File: config.mk
export PLATFORM = sky130hd
export DESIGN_NAME = calendar_date_to_ticks
export DESIGN_NICKNAME = d
export VERILOG_FILES = /design/src/cdt_pkg.sv /design/src/calendar_date_to_ticks.sv /design/src/cdt_date.sv
export SDC_FILE = /design/constraint.sdc
export NUM_CORES = 2
export LEC_CHECK = 0
export BUFFER_PORTS_ARGS = -buffer_cell sky130_fd_sc_hd__buf_2
export CORE_UTILIZATION = 55
export DETAILED_ROUTE_END_ITERATION = 8
export PLACE_DENSITY = 0.73
export SETUP_SLACK_MARGIN = 0.1
export SLEW_MARGIN = 30
export SYNTH_ARGS = -nofsm -noshare
export SYNTH_HDL_FRONTEND = slang
export SYNTH_SLANG_ARGS = --single-unit
File: constraint.sdc
create_clock -name clock -period 45.3 [get_ports clock]
set_input_delay 13.59 -clock clock [delete_from_list [all_inputs] [get_ports clock]]
set_output_delay 13.59 -clock clock [all_outputs]
set_load 0.03 [all_outputs]
File: src/cdt_pkg.sv
// shared types, constants and calendar tables for the date to ticks converter
package cdt_pkg;

   localparam int MAX_YEAR     = 9999;
   localparam int TICKS_PER_US = 10;

   localparam int YEAR_W  = 14;
   localparam int MONTH_W = 4;
   localparam int DAY_W   = 5;
   localparam int HOUR_W  = 5;
   localparam int MIN_W   = 6;
   localparam int SEC_W   = 6;
   localparam int USEC_W  = 20;
   localparam int DOY_W   = 9;
   localparam int SERIAL_W = 22;
   localparam int TICK_W  = 62;
   localparam int HMS_W   = 17;

   localparam int MAX_MONTH  = 12;
   localparam int MAX_HOUR   = 23;
   localparam int MAX_MINUTE = 59;
   localparam int MAX_SECOND = 59;
   localparam int MAX_USEC   = 999999;

   // floor(x / 100) == (x * RECIP_100) >> RECIP_SHIFT for every 14-bit x
   localparam int RECIP_100   = 5243;
   localparam int RECIP_SHIFT = 19;

   localparam int DAYS_PER_YEAR = 365;
   localparam int SEC_PER_DAY   = 86400;
   localparam int US_PER_SEC    = 1000000;

   typedef struct packed {
      logic                  ok;
      logic                  leap;
      logic [DOY_W-1:0]      doy;
      logic [SERIAL_W-1:0]   serial;
      logic [HMS_W-1:0]      hms;
      logic [USEC_W-1:0]     us;
   } cdt_day_type;

   // days before the first of the month
   function automatic logic [DOY_W-1:0] month_start(input logic leap,
                                                    input logic [MONTH_W-1:0] mo);
      logic [DOY_W-1:0] base;
      case (mo)
         4'd1:    base = 9'd0;
         4'd2:    base = 9'd31;
         4'd3:    base = 9'd59;
         4'd4:    base = 9'd90;
         4'd5:    base = 9'd120;
         4'd6:    base = 9'd151;
         4'd7:    base = 9'd181;
         4'd8:    base = 9'd212;
         4'd9:    base = 9'd243;
         4'd10:   base = 9'd273;
         4'd11:   base = 9'd304;
         4'd12:   base = 9'd334;
         default: base = 9'd0;
      endcase
      if (leap && mo > 4'd2) begin
         base = base + 9'd1;
      end
      return base;
   endfunction

   function automatic logic [DAY_W-1:0] month_len(input logic leap,
                                                  input logic [MONTH_W-1:0] mo);
      logic [DAY_W-1:0] len;
      case (mo) inside
         4'd1, 4'd3, 4'd5, 4'd7, 4'd8, 4'd10, 4'd12: len = 5'd31;
         4'd4, 4'd6, 4'd9, 4'd11:                    len = 5'd30;
         4'd2:    len = leap ? 5'd29 : 5'd28;
         default: len = 5'd0;
      endcase
      return len;
   endfunction

endpackage

File: src/calendar_date_to_ticks.sv
// civil date and time to serial day and tick count, eight stage pipeline
//
//  channel | direction | handshake            | payload
//  req     | in        | req_valid/req_ready  | year month day hour minute second microsecond
//  rsp     | out       | rsp_valid/rsp_ready  | valid_res leap day_of_year serial_day tick_count
//
// one request enters every cycle unless a result waits unread at the output stage
// the eight stages advance together and hold as a whole while a result waits
// unread, so req_ready follows rsp_ready whenever the output stage is full
// the depth is set by the reciprocal divides, the calendar lookup and the
// split multiply by one million
// reset clears only the stage valid bits
module calendar_date_to_ticks #(
   parameter int MAX_YEAR     = cdt_pkg::MAX_YEAR,
   parameter int TICKS_PER_US = cdt_pkg::TICKS_PER_US
) (
   input  logic                            clock,
   input  logic                            reset,
   input  logic                            req_valid,
   output logic                            req_ready,
   input  logic [cdt_pkg::YEAR_W-1:0]      req_year,
   input  logic [cdt_pkg::MONTH_W-1:0]     req_month,
   input  logic [cdt_pkg::DAY_W-1:0]       req_day,
   input  logic [cdt_pkg::HOUR_W-1:0]      req_hour,
   input  logic [cdt_pkg::MIN_W-1:0]       req_minute,
   input  logic [cdt_pkg::SEC_W-1:0]       req_second,
   input  logic [cdt_pkg::USEC_W-1:0]      req_microsecond,
   output logic                            rsp_valid,
   input  logic                            rsp_ready,
   output logic                            rsp_valid_res,
   output logic                            rsp_leap,
   output logic [cdt_pkg::DOY_W-1:0]       rsp_day_of_year,
   output logic [cdt_pkg::SERIAL_W-1:0]    rsp_serial_day,
   output logic [cdt_pkg::TICK_W-1:0]      rsp_tick_count
);

   localparam int STAGES = 8;
   localparam int DSEC_W = 39;
   localparam int LO_W   = 40;
   localparam int HI_W   = 39;
   localparam int USUM_W = 59;
   localparam int SPLIT  = 20;

   logic              en;
   logic [STAGES-1:0] v_ff, v_in;

   assign en        = rsp_ready || !v_ff[STAGES-1];
   assign req_ready = en;
   assign v_in      = {v_ff[STAGES-2:0], req_valid};

   always_ff @(posedge clock) begin
      if (reset) begin
         v_ff <= '0;
      end else if (en) begin
         v_ff <= v_in;
      end
   end

   // stage 1: request capture
   logic [cdt_pkg::YEAR_W-1:0]  y1_ff;
   logic [cdt_pkg::MONTH_W-1:0] mo1_ff;
   logic [cdt_pkg::DAY_W-1:0]   d1_ff;
   logic [cdt_pkg::HOUR_W-1:0]  h1_ff;
   logic [cdt_pkg::MIN_W-1:0]   mi1_ff;
   logic [cdt_pkg::SEC_W-1:0]   s1_ff;
   logic [cdt_pkg::USEC_W-1:0]  us1_ff;

   always_ff @(posedge clock) begin
      if (en) begin
         y1_ff  <= req_year;
         mo1_ff <= req_month;
         d1_ff  <= req_day;
         h1_ff  <= req_hour;
         mi1_ff <= req_minute;
         s1_ff  <= req_second;
         us1_ff <= req_microsecond;
      end
   end

   // stages 2 to 4
   cdt_pkg::cdt_day_type day4;

   cdt_date #(
      .MAX_YEAR    (MAX_YEAR)
   ) u_date (
      .clock       (clock),
      .en          (en),
      .year        (y1_ff),
      .month       (mo1_ff),
      .day         (d1_ff),
      .hour        (h1_ff),
      .minute      (mi1_ff),
      .second      (s1_ff),
      .microsecond (us1_ff),
      .day_out     (day4)
   );

   // stage 5: seconds since epoch
   cdt_pkg::cdt_day_type day5_ff, day6_ff, day7_ff;
   logic [DSEC_W-1:0]    dsec5_ff, dsec5_in;

   assign dsec5_in = DSEC_W'(day4.serial) * DSEC_W'(cdt_pkg::SEC_PER_DAY)
                   + DSEC_W'(day4.hms);

   always_ff @(posedge clock) begin
      if (en) begin
         day5_ff  <= day4;
         dsec5_ff <= dsec5_in;
      end
   end

   // stage 6: times one million as two partial products
   logic [LO_W-1:0] lo6_ff, lo6_in;
   logic [HI_W-1:0] hi6_ff, hi6_in;

   assign lo6_in = LO_W'(dsec5_ff[SPLIT-1:0]) * LO_W'(cdt_pkg::US_PER_SEC);
   assign hi6_in = HI_W'(dsec5_ff[DSEC_W-1:SPLIT]) * HI_W'(cdt_pkg::US_PER_SEC);

   always_ff @(posedge clock) begin
      if (en) begin
         day6_ff <= day5_ff;
         lo6_ff  <= lo6_in;
         hi6_ff  <= hi6_in;
      end
   end

   // stage 7: recombine and add microseconds
   logic [USUM_W-1:0] usum7_ff, usum7_in;

   assign usum7_in = {hi6_ff, {SPLIT{1'b0}}} + USUM_W'(lo6_ff) + USUM_W'(day6_ff.us);

   always_ff @(posedge clock) begin
      if (en) begin
         day7_ff  <= day6_ff;
         usum7_ff <= usum7_in;
      end
   end

   // stage 8: scale to ticks, zero the result of a rejected request
   logic                          ok8_ff, leap8_ff;
   logic [cdt_pkg::DOY_W-1:0]     doy8_ff;
   logic [cdt_pkg::SERIAL_W-1:0]  serial8_ff;
   logic [cdt_pkg::TICK_W-1:0]    tick8_ff, tick8_in;

   assign tick8_in = cdt_pkg::TICK_W'(usum7_ff) * cdt_pkg::TICK_W'(TICKS_PER_US);

   always_ff @(posedge clock) begin
      if (en) begin
         ok8_ff     <= day7_ff.ok;
         leap8_ff   <= day7_ff.ok && day7_ff.leap;
         doy8_ff    <= day7_ff.ok ? day7_ff.doy : '0;
         serial8_ff <= day7_ff.ok ? day7_ff.serial : '0;
         tick8_ff   <= day7_ff.ok ? tick8_in : '0;
      end
   end

   assign rsp_valid       = v_ff[STAGES-1];
   assign rsp_valid_res   = ok8_ff;
   assign rsp_leap        = leap8_ff;
   assign rsp_day_of_year = doy8_ff;
   assign rsp_serial_day  = serial8_ff;
   assign rsp_tick_count  = tick8_ff;

`ifndef SYNTHESIS
   a_invalid_zero: assert property (@(posedge clock) disable iff (reset)
      rsp_valid && !rsp_valid_res |-> !rsp_leap && rsp_day_of_year == '0
         && rsp_serial_day == '0 && rsp_tick_count == '0)
      else $error("rejected request gives a nonzero result");

   a_doy_range: assert property (@(posedge clock) disable iff (reset)
      rsp_valid && rsp_valid_res |-> rsp_day_of_year != '0
         && (rsp_day_of_year <= 9'd365 || (rsp_leap && rsp_day_of_year == 9'd366)))
      else $error("day of year out of range for the leap flag");

   a_reset_empty: assert property (@(posedge clock)
      reset |=> !rsp_valid)
      else $error("result valid right after reset");

   a_stall_hold: assert property (@(posedge clock) disable iff (reset)
      rsp_valid && !rsp_ready |=> rsp_valid && !req_ready || rsp_ready)
      else $error("pipeline advanced while the output stalled");
`endif

endmodule

File: src/cdt_date.sv
// date check, leap year and serial day stages (three register stages)
module cdt_date #(
   parameter int MAX_YEAR = cdt_pkg::MAX_YEAR
) (
   input  logic                            clock,
   input  logic                            en,
   input  logic [cdt_pkg::YEAR_W-1:0]      year,
   input  logic [cdt_pkg::MONTH_W-1:0]     month,
   input  logic [cdt_pkg::DAY_W-1:0]       day,
   input  logic [cdt_pkg::HOUR_W-1:0]      hour,
   input  logic [cdt_pkg::MIN_W-1:0]       minute,
   input  logic [cdt_pkg::SEC_W-1:0]       second,
   input  logic [cdt_pkg::USEC_W-1:0]      microsecond,
   output cdt_pkg::cdt_day_type            day_out
);

   localparam int PROD_W = 27;
   localparam int QUOT_W = PROD_W - cdt_pkg::RECIP_SHIFT;
   localparam int HM_W   = 11;
   localparam int BASE_W = 23;

   // stage 2: reciprocal divides, range checks
   logic [cdt_pkg::YEAR_W-1:0]  y2_ff, py2_ff;
   logic [QUOT_W-1:0]           qy2_ff, qpy2_ff;
   logic                        rng2_ff;
   logic [cdt_pkg::MONTH_W-1:0] mo2_ff;
   logic [cdt_pkg::DAY_W-1:0]   d2_ff;
   logic [HM_W-1:0]             hm2_ff;
   logic [cdt_pkg::SEC_W-1:0]   s2_ff;
   logic [cdt_pkg::USEC_W-1:0]  us2_ff;

   logic [cdt_pkg::YEAR_W-1:0]  py2_in;
   logic [PROD_W-1:0]           qy_prod, qpy_prod;
   logic                        rng2_in;
   logic [HM_W-1:0]             hm2_in;

   always_comb begin
      py2_in   = year - cdt_pkg::YEAR_W'(1);
      qy_prod  = PROD_W'(year) * PROD_W'(cdt_pkg::RECIP_100);
      qpy_prod = PROD_W'(py2_in) * PROD_W'(cdt_pkg::RECIP_100);
      rng2_in  = (year != '0) && (year <= cdt_pkg::YEAR_W'(MAX_YEAR))
               && (month != '0) && (month <= cdt_pkg::MONTH_W'(cdt_pkg::MAX_MONTH))
               && (hour <= cdt_pkg::HOUR_W'(cdt_pkg::MAX_HOUR))
               && (minute <= cdt_pkg::MIN_W'(cdt_pkg::MAX_MINUTE))
               && (second <= cdt_pkg::SEC_W'(cdt_pkg::MAX_SECOND))
               && (microsecond <= cdt_pkg::USEC_W'(cdt_pkg::MAX_USEC));
      hm2_in   = HM_W'(hour) * HM_W'(60) + HM_W'(minute);
   end

   always_ff @(posedge clock) begin
      if (en) begin
         y2_ff   <= year;
         py2_ff  <= py2_in;
         qy2_ff  <= qy_prod[PROD_W-1:cdt_pkg::RECIP_SHIFT];
         qpy2_ff <= qpy_prod[PROD_W-1:cdt_pkg::RECIP_SHIFT];
         rng2_ff <= rng2_in;
         mo2_ff  <= month;
         d2_ff   <= day;
         hm2_ff  <= hm2_in;
         s2_ff   <= second;
         us2_ff  <= microsecond;
      end
   end

   // stage 3: leap year, day of year, month length check
   logic                         ok3_ff, leap3_ff;
   logic [cdt_pkg::DOY_W-1:0]    doy3_ff;
   logic [BASE_W-1:0]            base3_ff;
   logic [QUOT_W-1:0]            qpy3_ff;
   logic [cdt_pkg::HMS_W-1:0]    hms3_ff;
   logic [cdt_pkg::USEC_W-1:0]   us3_ff;

   logic                         cent3, leap3_in, ok3_in;
   logic [cdt_pkg::DOY_W-1:0]    doy3_in;
   logic [BASE_W-1:0]            base3_in;
   logic [cdt_pkg::HMS_W-1:0]    hms3_in;

   always_comb begin
      // year divisible by 100
      cent3    = ((cdt_pkg::YEAR_W+1)'(qy2_ff) * (cdt_pkg::YEAR_W+1)'(100))
               == {1'b0, y2_ff};
      leap3_in = (y2_ff[1:0] == 2'b00) && (!cent3 || (qy2_ff[1:0] == 2'b00));
      doy3_in  = cdt_pkg::DOY_W'(d2_ff) + cdt_pkg::month_start(leap3_in, mo2_ff);
      ok3_in   = rng2_ff && (d2_ff != '0)
               && (d2_ff <= cdt_pkg::month_len(leap3_in, mo2_ff));
      base3_in = BASE_W'(py2_ff) * BASE_W'(cdt_pkg::DAYS_PER_YEAR)
               + BASE_W'(py2_ff >> 2);
      hms3_in  = cdt_pkg::HMS_W'(hm2_ff) * cdt_pkg::HMS_W'(60)
               + cdt_pkg::HMS_W'(s2_ff);
   end

   always_ff @(posedge clock) begin
      if (en) begin
         ok3_ff   <= ok3_in;
         leap3_ff <= leap3_in;
         doy3_ff  <= doy3_in;
         base3_ff <= base3_in;
         qpy3_ff  <= qpy2_ff;
         hms3_ff  <= hms3_in;
         us3_ff   <= us2_ff;
      end
   end

   // stage 4: serial day
   cdt_pkg::cdt_day_type day4_ff, day4_in;
   logic [BASE_W-1:0]    serial_sum;

   always_comb begin
      serial_sum     = base3_ff + BASE_W'(doy3_ff) - BASE_W'(1) - BASE_W'(qpy3_ff)
                     + BASE_W'(qpy3_ff >> 2);
      day4_in.ok     = ok3_ff;
      day4_in.leap   = leap3_ff;
      day4_in.doy    = doy3_ff;
      day4_in.serial = serial_sum[cdt_pkg::SERIAL_W-1:0];
      day4_in.hms    = hms3_ff;
      day4_in.us     = us3_ff;
   end

   always_ff @(posedge clock) begin
      if (en) begin
         day4_ff <= day4_in;
      end
   end

   assign day_out = day4_ff;

endmodule
# Word level (Yosys, flattened, before mapping)
# Memory sizes are Yosys's and may differ from the RTL's. A register that Yosys moved wholly into a read port is not among the register bits.
# Cells that the tools add are included.
[classes] n_addsub=13 multipliers=10 div=0 magnitude_cmp=8 n_eq_ne=13 n_shift=0 n_mux=6 bitwise_logic=0 n_reduce_logical=23
[ops] op="$mul 59x3->61 const B" count=1
[ops] op="$add 59x20->59" count=1
[ops] op="$add 59x40->59" count=1
[ops] op="$mul 14x13->27 const B" count=2
[ops] op="$add 39x17->39" count=1
[ops] op="$mul 20x14->34 const B" count=1
[ops] op="$mul 19x14->33 const B" count=1
[ops] op="$mul 22x10->32 const B" count=1
[ops] op="$add 22x12->22" count=1
[ops] op="$add 22x6->22" count=1
[ops] op="$add 22x9->22" count=1
[ops] op="$mul 14x9->22 const B" count=1
[ops] op="$sub 22x1->22 const B" count=1
[ops] op="$sub 22x8->22" count=1
[ops] op="$eq 4x4->1 const B" count=5
[ops] op="$le 20x20->1 const B" count=1
[ops] op="$add 17x6->17" count=1
[ops] op="$eq 4x3->1 const B" count=4
[ops] op="$eq 15x14->1" count=1
[ops] op="$mul 11x4->15 const B" count=1
[ops] op="$mux 5" count=3
[ops] op="$le 14x14->1 const B" count=1
[ops] op="$reduce_bool 14->1" count=1
[ops] op="$sub 14x1->14 const B" count=1
[ops] op="other kinds (23)" count=39
[totals] ff_bits=706 latchBits=0 ram_bits=0 mem_bits_ro=144 inputBits=64 output_inout_bits=97 wordCells=129 mem_count=1
[mem_list] memory="(name not given)" depth=16 word_bits=9 read_ports=1 rd_clocked_by_memory_dff=1 write_ports=0 line="cdt_pkg.sv:46" source="case (mo)"

# Depth between registers and ports, before layout
[logic_depth] word_depth=11 mapped_depth=33 mapped_depth_nobuf=33

# Cells and area by module
# A second synthesis with hierarchy kept.
[hier_totals] cells_unflattened=4700 hier_area_um2=56071.3
[modules_own_cells] module="calendar_date_to_ticks" instances=1 cells_per_inst=2810 area_each_um2=33739.9
[modules_own_cells] module="cdt_date" instances=1 cells_per_inst=1890 area_each_um2=22331.4

# Worst setup path after synthesis
# No wires, ideal clock.
[synth_timing] path_type="input port to output port" start="input rsp_ready" end="output req_ready" t_arrival_ns=33.093 setup_slack_ns=-1.383 cell_stages=4 cell_sequence="nor2b_1 clkbuf_1 inv_1 buf_1"
[synth_via] elab_chain_len=1
[synth_lines] element="from (decl)" line="calendar_date_to_ticks.sv:29" source="input logic rsp_ready,"
[synth_lines] element="$logic_or 1x1->1" line="calendar_date_to_ticks.sv:47" source="assign en = rsp_ready || !v_ff[STAGES-1];"
[synth_lines] element="to (decl)" line="calendar_date_to_ticks.sv:20" source="output logic req_ready,"
# Every way passes these cells.

# Worst setup path after layout
# Same ends and word-level chain as after synthesis.

==> impl_metrics.yaml <==
routing:
  vias: 33034
  wl_met2_um: 48600
  drt_wl_total_um: 95200
  top_layer_used: "met4"
  ant_nets: 0
  post_drt_via_cell_ratio: 5.30
  wl_met1_um: 41800
  drtIter0Drc: 1555
  wl_per_cell_um: 15.3
  wl_met3_um: 2540
  drc_errors: 0
  dr.pass1.iters: 5
cts:
  ctsResizeCount: 0
  cts_setup_buffers: 0
  h-tree-depth: 3
  clk_pin_slew_ps: 60
  cts_tree: "built"
  clock_latency_ps: 650
  hold_buffers: 0
  clk_path_buf_depth: 3
  cts_root_buf: "clkbuf_16"
  cts_made_buffers: 80
  clock_sinks: 714
placed_design:
  dp_cells: 6093
  gp_congestion: 0.879
  hpwlAfterDp_um: 75100
  io_buffers: 159
final_layout:
  finalNonFillerCells: 6234
  antenna_cells: 0
  area_delta_synth_final_pct: 9.23
  nNetsFinal: 6247
  drive_above_1_share_pct: 6.99
yosys:
  syn-cell-area_mm2: 0.0555
  synth_area_leaders: "edfxtp_1, ha_1, fa_1"
  post-synth-top-area-cell: "edfxtp_1"
  synth_top_area_share_pct: 37.7
  synthTopCellsByCount: "ha_1, inv_1, edfxtp_1"
  syn_inst: 4660
  synth_flop_cell: "edfxtp_1"
  synth_edf_count: 697
  synth_most_common_cell: "ha_1"
  synth_area_per_cell_um2: 11.9
  synth_seq_area_share_pct: 38.3
  yosys_warnings: 0
  syn_nets: 6030
  yosysUniqueCellTypes: 87
  synth_seq_cells: 714
  synthArstFlopShare_pct: 0
setup_path:
  crit_path_end_kind: "output port"
  worstRegToRegCells: 26
  rrSetupSlack_ps: 37140
  path_class: "input port to output port"
  cp_max_fo: 84
  critPathArrivalTime_ps: 15110
  r2r_end: "u_date.qpy2_ff[6]"
  cp.required_ps: 31710
  worstReg2RegStart: "y1_ff[2]"
  crit_path_start_kind: "input port"
sta:
  fin_crit_ps: 28700
  worst_pin_slew_ps: 927
  slew_headroom_pct: 38.2
  rsz0062_at_grt: "no"
  clock.fmax_ghz: 0.0348
  setup_viol: 0
  finalHoldViolCount: 0
  skew_ps: 21.1
  slew_viol_final: 0
  setup_tns_ps: 0
  post-route-period-util_pct: 63.3
floorplan:
  num_io_pins: 161
  initial_core_util_pct: 55.5
  fp.dieW_um: 320
  rows: 116
  die_area_mm2: 0.102
  die_y_um: 320
  fp.coreArea_mm2: 0.100
worst_hold_path:
  min_path_cells: 0
  hold_class: "flip-flop to flip-flop"
  hold_path_startpoint: "u_date.us2_ff[7]"
  hold_end: "u_date.us3_ff[7]"
grt:
  grt-ovfl-total: 0
  track_usage_pct: 19.4
  antenna_found_initial: 5
  grt_pass1_vias: 34252
  grt_first_pass_wirelength_um: 163000
  grt_start_max_net_pins: 153
status:
  status: "finished clean"
run:
  maxCapViolCount: 0
==> state kept, by name (all words and copies together), names as in the netlist, 22 cells and up, named ones only <==
signal,flops
day7_ff,33
rsp_serial_day,22
day6_ff,53
usum7_ff,59
day5_ff,53
dsec5_ff,39
lo6_ff,34
rsp_tick_count,61
u_date.day_out,70
u_date.base3_ff,22
hi6_ff,33
==> layer usage <==
layer,vias up,track usage [%]
li1,16623,-
met1,15874,23.9
met2,396,35.7
met3,141,2.42
met4,0,5.34
met5,-,0
==> critical path: stages <==
cell	delay, ps
buf_2	100
nor2b_1	670
inv_8	410
buf_2	310
==> cell families after synthesis <==
logic type               count (synthesis)  synth area share (%)
AND/OR/NAND/NOR                        729                  6.77
adder cells (fa/ha/maj)               1306                  35.1
other                                    1               0.00675
flip-flops                             714                  38.3
XOR/XNOR                               340                  5.36
buffers and inverters                  813                  5.52
multiplexers                            17                 0.320
AO/OA/AOI/OAI                          740                  8.66
==> cells in the final DEF (no fill, tap or decap), types with 37 or more instances in the layout <==
master / instances
nor2b_1: 37
o21ai_0: 120
fa_1: 416
a21oi_1: 235
xnor2_1: 233
nor2_1: 176
a21o_1: 113
nor3_1: 55
edfxtp_1: 697
nand2_1: 131
xor2_1: 105
ha_1: 890
and2_1: 95
buf_2: 159
nand3_1: 66
inv_1: 775
clkbuf_16: 83
==> metrics by stage <==
stage          area [um2]  utilization [%]  hold slack (ps)  setup slack, ps
2_1_floorplan       55500                -              400              807
3_3_place_gp        57900             57.9              401            16610
3_5_place_dp        57900             57.9              405            16560
4_1_cts             60600             60.6              407            16560
5_1_grt             60600             60.6              417            16480
6_report            60600             60.6              411            16600
==> worst max-delay path by stage <==
stage                      to      start  slack (ps)
finish              req_ready  rsp_ready       16600
global route        req_ready  rsp_ready       16480
CTS                 req_ready  rsp_ready       16560
detailed placement  req_ready  rsp_ready       16560
global placement    req_ready  rsp_ready       16610
floorplan           req_ready  rsp_ready         810
==> cell type report <==
class | count | area (um2)
clock buffer | 94 | 2120
clock inverter | 47 | 592
fill | 7906 | 39400
inverter | 776 | 2920
multi-input combinational | 3133 | 31200
sequential | 714 | 21300
tap | 1298 | 1620
timing repair buffer | 172 | 913
Power is left out: the tool's default activity adds up to more than one toggle a clock period on the data nets, which glitch-free logic cannot reach.
